===== src/rtl/core/brms_pkg.sv =====
`default_nettype none

package brms_pkg;

    // block length limit and derived widths
    localparam int MAX_BLOCK_SAMPLES = 65536;
    localparam int SAMPLE_W = 16;
    localparam int MAG_W    = SAMPLE_W;
    // largest square is 2^30, so 31 bits
    localparam int SQ_W     = 2 * SAMPLE_W - 1;
    localparam int CNT_W    = $clog2(MAX_BLOCK_SAMPLES + 1);
    localparam int SUM_W    = $clog2(MAX_BLOCK_SAMPLES) + SQ_W;

    // square root of a mean that is at most 2^30
    localparam int ROOT_W   = 16;
    localparam int RAD_W    = 2 * ROOT_W;
    localparam int RMS_W    = 16;

    // step counter covers the longer of the two iterations
    localparam int STEP_W   = $clog2(SUM_W);

    // queue of closed blocks between front and back
    localparam int QUEUE_DEPTH = 2;
    localparam int QPTR_W      = $clog2(QUEUE_DEPTH);
    localparam int QCNT_W      = $clog2(QUEUE_DEPTH + 1);

    typedef struct packed {
        logic [SUM_W-1:0] square_sum;
        logic [CNT_W-1:0] sample_count;
        logic             overflowed;
    } brms_block_t;

    typedef struct packed {
        logic        push;
        brms_block_t entry;
    } brms_push_t;

endpackage

`default_nettype wire


===== src/rtl/core/brms_front.sv =====
`default_nettype none

module brms_front
    import brms_pkg::*;
(
    input  wire logic                       clk,
    input  wire logic                       rst_n,
    input  wire logic                       sample_valid,
    output logic                            sample_stall,
    input  wire logic signed [SAMPLE_W-1:0] sample,
    input  wire logic                       last,
    input  wire logic                       queue_full,
    output brms_push_t                      push
);

    logic              s1_valid_reg;
    logic              s1_valid_next;
    logic [SQ_W-1:0]   s1_square_reg;
    logic              s1_last_reg;
    logic [SUM_W-1:0]  sum_reg;
    logic [SUM_W-1:0]  sum_next;
    logic [CNT_W-1:0]  count_reg;
    logic [CNT_W-1:0]  count_next;
    logic              ovf_reg;
    logic              ovf_next;

    logic              accept;
    logic              drain;
    logic [MAG_W-1:0]  mag;
    logic [2*MAG_W-1:0] product;
    logic [SUM_W-1:0]  sum_acc;
    logic [CNT_W-1:0]  count_acc;
    logic              ovf_acc;

    // a closing sample waits in stage one while the queue is full
    assign sample_stall = s1_valid_reg && s1_last_reg && queue_full;
    assign accept       = sample_valid && !sample_stall;
    assign drain        = s1_valid_reg && !(s1_last_reg && queue_full);

    // two's complement magnitude, -32768 gives 32768
    assign mag     = sample[SAMPLE_W-1] ? (~sample + MAG_W'(1)) : sample;
    assign product = mag * mag;

    always_comb
    begin
        if (count_reg < CNT_W'(MAX_BLOCK_SAMPLES))
        begin
            sum_acc   = sum_reg + SUM_W'(s1_square_reg);
            count_acc = count_reg + CNT_W'(1);
            ovf_acc   = ovf_reg;
        end
        else
        begin
            sum_acc   = sum_reg;
            count_acc = count_reg;
            ovf_acc   = 1'b1;
        end
    end

    always_comb
    begin
        sum_next   = sum_reg;
        count_next = count_reg;
        ovf_next   = ovf_reg;
        push.push  = 1'b0;
        push.entry.square_sum   = sum_acc;
        push.entry.sample_count = count_acc;
        push.entry.overflowed   = ovf_acc;
        if (drain)
        begin
            if (s1_last_reg)
            begin
                push.push  = 1'b1;
                sum_next   = '0;
                count_next = '0;
                ovf_next   = 1'b0;
            end
            else
            begin
                sum_next   = sum_acc;
                count_next = count_acc;
                ovf_next   = ovf_acc;
            end
        end
    end

    always_comb
    begin
        if (accept)
        begin
            s1_valid_next = 1'b1;
        end
        else if (drain)
        begin
            s1_valid_next = 1'b0;
        end
        else
        begin
            s1_valid_next = s1_valid_reg;
        end
    end

    always_ff @(posedge clk or negedge rst_n)
    begin
        if (!rst_n)
        begin
            s1_valid_reg <= 1'b0;
            sum_reg      <= '0;
            count_reg    <= '0;
            ovf_reg      <= 1'b0;
        end
        else
        begin
            s1_valid_reg <= s1_valid_next;
            sum_reg      <= sum_next;
            count_reg    <= count_next;
            ovf_reg      <= ovf_next;
        end
    end

    always_ff @(posedge clk)
    begin
        if (accept)
        begin
            s1_square_reg <= product[SQ_W-1:0];
            s1_last_reg   <= last;
        end
    end

endmodule

`default_nettype wire


===== src/rtl/core/brms_queue.sv =====
`default_nettype none

module brms_queue
    import brms_pkg::*;
(
    input  wire logic        clk,
    input  wire logic        rst_n,
    input  wire brms_push_t  push,
    output logic             full,
    output logic             head_valid,
    output brms_block_t      head,
    input  wire logic        pop
);

    brms_block_t        entry_reg [QUEUE_DEPTH];
    logic [QPTR_W-1:0]  wr_ptr_reg;
    logic [QPTR_W-1:0]  rd_ptr_reg;
    logic [QCNT_W-1:0]  fill_reg;
    logic [QCNT_W-1:0]  fill_next;

    assign full       = (fill_reg == QCNT_W'(QUEUE_DEPTH));
    assign head_valid = (fill_reg != '0);
    assign head       = entry_reg[rd_ptr_reg];

    always_comb
    begin
        fill_next = fill_reg;
        if (push.push && !pop)
        begin
            fill_next = fill_reg + QCNT_W'(1);
        end
        else if (pop && !push.push)
        begin
            fill_next = fill_reg - QCNT_W'(1);
        end
    end

    always_ff @(posedge clk or negedge rst_n)
    begin
        if (!rst_n)
        begin
            wr_ptr_reg <= '0;
            rd_ptr_reg <= '0;
            fill_reg   <= '0;
        end
        else
        begin
            fill_reg <= fill_next;
            if (push.push)
            begin
                wr_ptr_reg <= wr_ptr_reg + QPTR_W'(1);
            end
            if (pop)
            begin
                rd_ptr_reg <= rd_ptr_reg + QPTR_W'(1);
            end
        end
    end

    always_ff @(posedge clk)
    begin
        if (push.push)
        begin
            entry_reg[wr_ptr_reg] <= push.entry;
        end
    end

endmodule

`default_nettype wire


===== src/rtl/core/brms_back.sv =====
`default_nettype none

module brms_back
    import brms_pkg::*;
(
    input  wire logic               clk,
    input  wire logic               rst_n,
    input  wire logic               head_valid,
    input  wire brms_block_t        head,
    output logic                    pop,
    output logic                    result_valid,
    input  wire logic               result_stall,
    output logic [RMS_W-1:0]        rms,
    output logic                    overflow
);

    localparam logic [1:0] ST_IDLE = 2'd0;
    localparam logic [1:0] ST_DIV  = 2'd1;
    localparam logic [1:0] ST_ROOT = 2'd2;
    localparam logic [1:0] ST_DONE = 2'd3;

    logic [1:0]          state_reg;
    logic [1:0]          state_next;
    logic [STEP_W-1:0]   step_reg;
    logic [STEP_W-1:0]   step_next;

    // divider: dividend shifts out the top while quotient bits shift in
    logic [SUM_W-1:0]    quo_reg;
    logic [SUM_W-1:0]    quo_next;
    logic [CNT_W-1:0]    div_rem_reg;
    logic [CNT_W-1:0]    div_rem_next;
    logic [CNT_W-1:0]    divisor_reg;
    logic                zero_reg;
    logic                ovf_reg;

    // square root: radicand shifts out two bits a step
    logic [RAD_W-1:0]    rad_reg;
    logic [RAD_W-1:0]    rad_next;
    logic [ROOT_W+1:0]   sq_rem_reg;
    logic [ROOT_W+1:0]   sq_rem_next;
    logic [ROOT_W-1:0]   root_reg;
    logic [ROOT_W-1:0]   root_next;

    logic                result_valid_reg;
    logic                result_valid_next;
    logic [RMS_W-1:0]    rms_reg;
    logic                overflow_reg;

    logic [CNT_W:0]      div_shift;
    logic                div_ge;
    logic [CNT_W:0]      div_diff;
    logic [ROOT_W+1:0]   sq_shift;
    logic [ROOT_W+1:0]   sq_trial;
    logic                sq_ge;
    logic                load_out;

    assign pop          = head_valid && (state_reg == ST_IDLE);
    assign load_out     = (state_reg == ST_DONE) && (!result_valid_reg || !result_stall);
    assign result_valid = result_valid_reg;
    assign rms          = rms_reg;
    assign overflow     = overflow_reg;

    // one restoring division step
    assign div_shift = {div_rem_reg, quo_reg[SUM_W-1]};
    assign div_ge    = (div_shift >= {1'b0, divisor_reg});
    assign div_diff  = div_shift - {1'b0, divisor_reg};

    // one digit of the root
    assign sq_shift = {sq_rem_reg[ROOT_W-1:0], rad_reg[RAD_W-1 -: 2]};
    assign sq_trial = {root_reg, 2'b01};
    assign sq_ge    = (sq_shift >= sq_trial);

    always_comb
    begin
        state_next   = state_reg;
        step_next    = step_reg;
        quo_next     = quo_reg;
        div_rem_next = div_rem_reg;
        rad_next     = rad_reg;
        sq_rem_next  = sq_rem_reg;
        root_next    = root_reg;
        case (state_reg)
            ST_IDLE:
            begin
                if (pop)
                begin
                    state_next   = ST_DIV;
                    step_next    = '0;
                    quo_next     = head.square_sum;
                    div_rem_next = '0;
                end
            end
            ST_DIV:
            begin
                quo_next     = {quo_reg[SUM_W-2:0], div_ge};
                div_rem_next = div_ge ? div_diff[CNT_W-1:0] : div_shift[CNT_W-1:0];
                step_next    = step_reg + STEP_W'(1);
                if (step_reg == STEP_W'(SUM_W - 1))
                begin
                    state_next  = ST_ROOT;
                    step_next   = '0;
                    rad_next    = zero_reg ? '0 : quo_next[RAD_W-1:0];
                    sq_rem_next = '0;
                    root_next   = '0;
                end
            end
            ST_ROOT:
            begin
                rad_next    = {rad_reg[RAD_W-3:0], 2'b00};
                sq_rem_next = sq_ge ? (sq_shift - sq_trial) : sq_shift;
                root_next   = {root_reg[ROOT_W-2:0], sq_ge};
                step_next   = step_reg + STEP_W'(1);
                if (step_reg == STEP_W'(ROOT_W - 1))
                begin
                    state_next = ST_DONE;
                end
            end
            ST_DONE:
            begin
                if (load_out)
                begin
                    state_next = ST_IDLE;
                end
            end
            default:
            begin
                state_next = ST_IDLE;
            end
        endcase
    end

    always_comb
    begin
        if (load_out)
        begin
            result_valid_next = 1'b1;
        end
        else if (!result_stall)
        begin
            result_valid_next = 1'b0;
        end
        else
        begin
            result_valid_next = result_valid_reg;
        end
    end

    always_ff @(posedge clk or negedge rst_n)
    begin
        if (!rst_n)
        begin
            state_reg        <= ST_IDLE;
            result_valid_reg <= 1'b0;
        end
        else
        begin
            state_reg        <= state_next;
            result_valid_reg <= result_valid_next;
        end
    end

    always_ff @(posedge clk)
    begin
        step_reg    <= step_next;
        quo_reg     <= quo_next;
        div_rem_reg <= div_rem_next;
        rad_reg     <= rad_next;
        sq_rem_reg  <= sq_rem_next;
        root_reg    <= root_next;
        if (pop)
        begin
            divisor_reg <= head.sample_count;
            zero_reg    <= (head.sample_count == '0);
            ovf_reg     <= head.overflowed;
        end
        if (load_out)
        begin
            rms_reg      <= RMS_W'(root_reg);
            overflow_reg <= ovf_reg;
        end
    end

endmodule

`default_nettype wire


===== src/rtl/core/block_rms_level.sv =====
// Block RMS level meter for signed 16-bit PCM. Samples are taken one per clock
// on the sample channel unless it stalls; the sample marked last closes the
// block and, once the block is worked out, exactly one transaction carries
// rms = floor(sqrt(floor(sum of squares / count))) and an overflow flag on the
// result channel. A block longer than MAX_BLOCK_SAMPLES keeps only its first
// MAX_BLOCK_SAMPLES samples and reports overflow = 1. The front squares and
// accumulates at one sample per cycle unless stalled and hands each closed
// block to a two-entry queue; the back then runs a restoring divider (one
// quotient bit per cycle) followed by a digit-by-digit square root (one root
// bit per cycle), and takes a new block from the queue only once it is idle.
// The sample channel stalls only when a closing sample finds both queue entries
// taken, which happens under a run of short blocks that close faster than the
// back works them out or while the result channel holds back finished results.
`default_nettype none

module block_rms_level
    import brms_pkg::*;
(
    input  wire logic                       clk,
    input  wire logic                       rst_n,

    // sample channel
    input  wire logic                       sample_valid,
    output logic                            sample_stall,
    input  wire logic signed [SAMPLE_W-1:0] sample,
    input  wire logic                       last,

    // result channel
    output logic                            result_valid,
    input  wire logic                       result_stall,
    output logic [RMS_W-1:0]                rms,
    output logic                            overflow
);

    brms_push_t   push;
    logic         queue_full;
    logic         head_valid;
    brms_block_t  head;
    logic         pop;

    // front: magnitude, square, running sum and count per block
    brms_front u_front (
        .clk          (clk),
        .rst_n        (rst_n),
        .sample_valid (sample_valid),
        .sample_stall (sample_stall),
        .sample       (sample),
        .last         (last),
        .queue_full   (queue_full),
        .push         (push)
    );

    // closed blocks waiting for the divider
    brms_queue u_queue (
        .clk        (clk),
        .rst_n      (rst_n),
        .push       (push),
        .full       (queue_full),
        .head_valid (head_valid),
        .head       (head),
        .pop        (pop)
    );

    // back: mean by division, then the root, into the output register
    brms_back u_back (
        .clk          (clk),
        .rst_n        (rst_n),
        .head_valid   (head_valid),
        .head         (head),
        .pop          (pop),
        .result_valid (result_valid),
        .result_stall (result_stall),
        .rms          (rms),
        .overflow     (overflow)
    );

    // a closed block is never written into a full queue
    assert property (@(posedge clk) disable iff (!rst_n)
        push.push |-> !queue_full || pop)
        else $error("block pushed into full queue");

    // the sample side only stalls because of back pressure from the queue
    assert property (@(posedge clk) disable iff (!rst_n)
        sample_stall |-> queue_full)
        else $error("sample stall without a full queue");

    // the root of a mean of 16-bit squares never exceeds 32768
    assert property (@(posedge clk) disable iff (!rst_n)
        result_valid |-> (rms <= RMS_W'(32768)))
        else $error("rms out of range");

    // a closed block always holds at least one counted sample
    assert property (@(posedge clk) disable iff (!rst_n)
        push.push |-> (push.entry.sample_count != '0))
        else $error("empty block closed");

endmodule

`default_nettype wire


===== config.mk =====
export PLATFORM = sky130hd
export DESIGN_NAME = block_rms_level
export DESIGN_NICKNAME = d
export VERILOG_FILES = /design/src/rtl/core/brms_pkg.sv /design/src/rtl/core/brms_front.sv /design/src/rtl/core/brms_queue.sv /design/src/rtl/core/brms_back.sv /design/src/rtl/core/block_rms_level.sv
export SDC_FILE = /design/constraint.sdc
export NUM_CORES = 1
export LEC_CHECK = 0
export ABC_CLOCK_PERIOD_IN_PS = 8900
export BUFFER_PORTS_ARGS = -buffer_cell sky130_fd_sc_hd__buf_2
export CAP_MARGIN = 25
export CORE_UTILIZATION = 45
export CTS_BUF_LIST = sky130_fd_sc_hd__clkbuf_4
export DETAILED_ROUTE_END_ITERATION = 7
export PLACE_DENSITY = 0.62
export SLEW_MARGIN = 0
export SYNTH_ARGS = -nofsm -noshare
export SYNTH_HDL_FRONTEND = slang
export SYNTH_SLANG_ARGS = --single-unit

===== constraint.sdc =====
create_clock -name clk -period 8.9 [get_ports clk]
set_input_delay 0.445 -clock clk [delete_from_list [all_inputs] [get_ports clk]]
set_output_delay 0.445 -clock clk [all_outputs]
set_load 0.05 [all_outputs]

# == Yosys cells after proc, flatten, opt, wreduce, memory -nomap -nowiden ==
# Memories as Yosys holds them, arrays and structs flattened.
# Cells that the tools add are included.
# W data, S select, Z words.
# totals
n_memories,1
ramBits,130
output_inout_bits,19
reg_bits,275
inputBits,21
# memory_table
memory,words,width,read_ports,rd_ports_with_merged_regs,write_ports,line_no,source
u_queue.entry_reg,2,65,1,0,1,brms_queue.sv:15,brms_block_t entry_reg [QUEUE_DEPTH];
# op_classes
addsub,10
n_lt_le_gt_ge,3
reduce_logical,28
n_eq_ne,11
n_mux,38
bitwise_logic,1
n_mul,1
# op_table
operator,count
$mux W47,3
$pmux W47 S2,1
$mux W17,4
$mux W16,4
$mux W32,2
$pmux W16 S2,2
$pmux W32 S2,1
$add A47 B31 Y47,1
$pmux W17 S2,1
$mul A16 B16 Y31,1
$ge A18 B17 Y1,1
$ge A18 B18 Y1,1
$pmux W6 S3,1
$add A17 B1 Y17 const B,1
$logic_not A17 Y1,1
$lt A17 B17 Y1 const B,1
$sub A17 B17 Y17,1
$add A16 B2 Y16 const B,1
$not A16 Y16,1
$sub A16 B16 Y16,1
$mux W2,6
$mux W6,2
$mux W1,10
$reduce_bool A2 Y1,5
other kinds (18),39

# == Logic depth before layout (Yosys ltp) ==
# depth
word_depth,9
mapped_depth,31
depth_no_buf,30

# == Hierarchy ==
# A second synthesis with hierarchy kept.
# unflattened
cells_unflattened,2496
hier_area_um2,27353.7
# by_module_without_submodules
module,area_each_um2,cells_per_inst,instances
brms_front,13551.7,1532,1
brms_back,8760.9,746,1
brms_queue,5041.1,218,1

# == Worst setup path after synthesis ==
# No wires, ideal clock.
# synth_path
path_kind,input to register
startpoint,in sample[0]
endpoint,reg u_front.s1_square_reg[30] (data pin)
arrival_ns,7.724
setup_ns,0.278
path_slack_ns,0.899
cell_stages,27
required_ns,8.622
cell_sequence,inv_1 > clkbuf_1 > ha_1 > nand2_1 > or3_1 > o41ai_1 > xor2_1 > clkbuf_1 > nor2_1 > fa_1 > fa_1 > fa_1 > fa_1 > fa_1 > inv_1 > fa_1 > inv_1 > ha_1 > a21oi_1 > nor2b_1 > o21ai_0 > nand2b_1 > a221oi_1 > a21oi_1 > o41ai_1 > mux2i_1 > o311ai_0
# synth_between
elab_chain_len,4
# synth_lines
item,line_no,source
from (decl),block_rms_level.sv:25,"input wire logic signed [SAMPLE_W-1:0] sample,"
$not A16 Y16,brms_front.sv:41,assign mag = sample[SAMPLE_W-1] ? (~sample + MAG_W'(1)) : sample;
$add A16 B2 Y16,brms_front.sv:41,
$mux W16 *,brms_front.sv:41,
$mul A16 B16 Y31 *,brms_front.sv:42,assign product = mag * mag;
net u_front.product[30],brms_front.sv:30,logic [2*MAG_W-1:0] product;
to (signal assigned),brms_front.sv:125,s1_square_reg <= product[SQ_W-1:0];
to (decl),brms_front.sv:18,logic [SQ_W-1:0] s1_square_reg;
# Mark *: on every way through the listed nets, which the timed path passes. The rest lies on a longest branch.
# A chain may end at the register's enable or synchronous reset.

# == Worst setup path in the final report ==
# Ends and elaborated chain as after synthesis.

==> flow_summary.json <==
{
  "synth_edf_count": 331,
  "cts.sinks": 404,
  "grt_pass1_wl_microns": 88800,
  "ys_types": 75,
  "htreeDepth": 3,
  "grt_setup_unrepaired": "no",
  "largest_register_ffs": 130,
  "root_buffer": "clkbuf_4",
  "die_y_microns": 245,
  "dp_hpwl_microns": 38700,
  "met1_usage_pct": 22.7,
  "crit_arrival_ns": 8.51,
  "cp_common_cell": "fa_1",
  "drive_gt1_share_pct": 11.7,
  "grt_use_met3_pct": 2.89,
  "fin_ws_ns": 0.878,
  "yosysWarnings": 0,
  "cts_tree": "yes",
  "grt_max_degree": 118,
  "yosys.area_share.simple_pct": 10.2,
  "synthAdderAreaFrac_pct": 20.5,
  "fin_skew_ns": 0.0586,
  "setup_viol": 0,
  "io-pin-count": 40,
  "grt_pass1_vias": 18200,
  "grt_overflow": 0,
  "yosys-mux-area-fraction_pct": 3.98,
  "regToRegSetupSlack_ns": 4.99,
  "grt-busiest-layer": "met2",
  "cts_max_path_buffers": 3,
  "clk_pin_slew_ns": 0.07,
  "drt_pass1_iterations": 5,
  "synth_area_sq_um": 26600,
  "fmax_ghz": 0.125,
  "grt_usage_pct": 18.1,
  "wl_per_cell_microns": 15.8,
  "synth_compound_area_share_pct": 11.1,
  "dp_cells": 3176,
  "synthCells": 2413,
  "die_area_sq_um": 60100,
  "required_ns": 9.39,
  "cts-resized-gates": 0,
  "ant_nets": 0,
  "post-place-ws_ns": 0.475,
  "nets": 2877,
  "tns_ns": 0,
  "antenna_found_initial": 1,
  "mostFrequentLayoutCells": "edfxtp_1, inv_1, nand2_1",
  "clock_latency_ns": 0.78,
  "drt_wl_total_microns": 53200,
  "finalHoldViolations": 0,
  "crit_path_max_incr_delay_ns": 0.55,
  "path_class": "primary input to register",
  "finalMaxSlewViolations": 0,
  "place.gp.congestion": 0.894,
  "drc": 0,
  "synth-seq-area-share_pct": 44.2,
  "path_max_fanout": 6,
  "area_delta_synth_final_pct": 9.73,
  "synth-seq-cells": 404,
  "cp_top_family": "adder cells",
  "std_cell_rows": 88,
  "core_sq_um": 58000,
  "via_count": 17600,
  "grt_use_met2_pct": 31.6,
  "worst_slew_pin_slew_ns": 0.993,
  "crit_buf_inv": 5,
  "first_iter_violations": 792,
  "end_kind": "register",
  "slowest_stage": "fa_1",
  "cts_made_buffers": 98,
  "synth-main-ff-cell": "edfxtp_1",
  "synthArstFlopShare_pct": 18.1,
  "vias_per_cell": 5.21,
  "layout_commonest_cell": "edfxtp_1",
  "synthXorXnorAreaFrac_pct": 4.44,
  "cts_setup_buffers": 0,
  "avgSynthCellArea_sq_um": 11.0,
  "fin_crit_ns": 8.02,
  "fin_crit_sh_pct": 90.1,
  "holdCritPathClass": "primary input to async pin",
  "dieWidth_microns": 245,
  "relSlewSlack_pct": 33.6,
  "port_buffers": 39,
  "start_kind": "primary input",
  "outcome": "completed",
  "start_util_pct": 45.9,
  "maxCapViolations": 0,
  "synth_top_family_by_area": "adder cells",
  "stdcell_count": 3371,
  "fillers": 5225
}
==> timing repair <==
| action | CTS | global route |
|---|---|---|
| setup endpoints to repair | 0 | 0 |
| hold buffers | 6 | 0 |
| endpoints found under the hold margin | 77 | 0 |
==> cells by family after synthesis <==
| logic type | after synthesis |
|---|---|
| buffers and inverters | 399 |
| XOR/XNOR | 135 |
| multiplexers | 101 |
| flip-flops | 404 |
| AND/OR/NAND/NOR | 606 |
| AO/OA/AOI/OAI | 430 |
| other | 2 |
| adder cells (fa/ha/maj) | 336 |
==> synth_stat cells, drive strengths merged, types with 9 or more instances <==
cell type | number | area share, %
a22o | 62 | 2.0
nor3 | 31 | 0.58
o21bai | 9 | 0.25
nand3 | 35 | 0.66
buf | 9 | 0.16
a21oi | 70 | 1.3
a31oi | 12 | 0.34
a21boi | 19 | 0.54
fa | 166 | 12
o21a | 16 | 0.45
o31ai | 21 | 0.59
inv | 312 | 4.4
and2 | 16 | 0.38
xnor2 | 86 | 2.8
mux2 | 39 | 1.6
ha | 170 | 8.0
o21ai | 121 | 2.3
xor2 | 49 | 1.6
nand2 | 248 | 3.5
a21o | 35 | 0.99
edfxtp | 331 | 37
clkbuf | 72 | 1.0
and3 | 15 | 0.35
nand4 | 10 | 0.24
nor2 | 172 | 2.4
nand2b | 18 | 0.42
nor2b | 15 | 0.35
dfrtp | 73 | 6.9
mux2i | 62 | 2.3
==> area by class of cell <==
class,instances,area (sq um),area share (%)
clock inverter,35,180,0.617
tap,765,957,3.28
sequential,404,11800,40.3
timing repair buffer,79,553,1.89
multi-input combinational,1619,13400,46.0
inverter,318,1190,4.09
antenna,1,2.50,0.00857
clock buffer,150,1130,3.86
==> through the flow <==
stage / instance area (sq um) / util (%) / hold slack, ns
3_3_place_gp: 27800 / 47.9 / 0.254
5_1_grt: 29200 / 50.3 / 0.0658
2_1_floorplan: 26700 / - / 0.149
4_1_cts: 29100 / 50.2 / 0.0756
6_report: 29200 / 50.3 / 0.116
3_5_place_dp: 27800 / 47.9 / 0.254
==> worst paths after layout <==
| check | cells past startpoint | from | end |
|---|---|---|---|
| max in group asynchronous | 3 | rst_n | u_front.sum_reg[44] |
| min in group clk | 2 | sample[1] | u_front.s1_square_reg[2] |
| hold reg to reg | 0 | u_back.root_reg[11] | u_back.rms[11] |
| setup reg to reg | 12 | u_back.divisor_reg[0] | u_back.div_rem_reg[3] |
| hold / removal | 3 | rst_n | u_front.sum_reg[38] |
| setup / recovery | 27 | sample[0] | u_front.s1_square_reg[30] |
==> per-layer routing <==
layer | up-vias | wire (microns)
li1 | 8612 | -
met1 | 8505 | 24200
met2 | 359 | 25900
met3 | 93 | 1980
met4 | 0 | 1090
met5 | - | 0
==> tightest hold or removal path, cell delays in order <==
cell and delay, ns:
dlygate4sd3_1 0.52, buf_4 0.10, buf_4 0.16
Power is left out: the tool's default activity adds up to more than one toggle a clock period on the data nets, which glitch-free logic cannot reach.
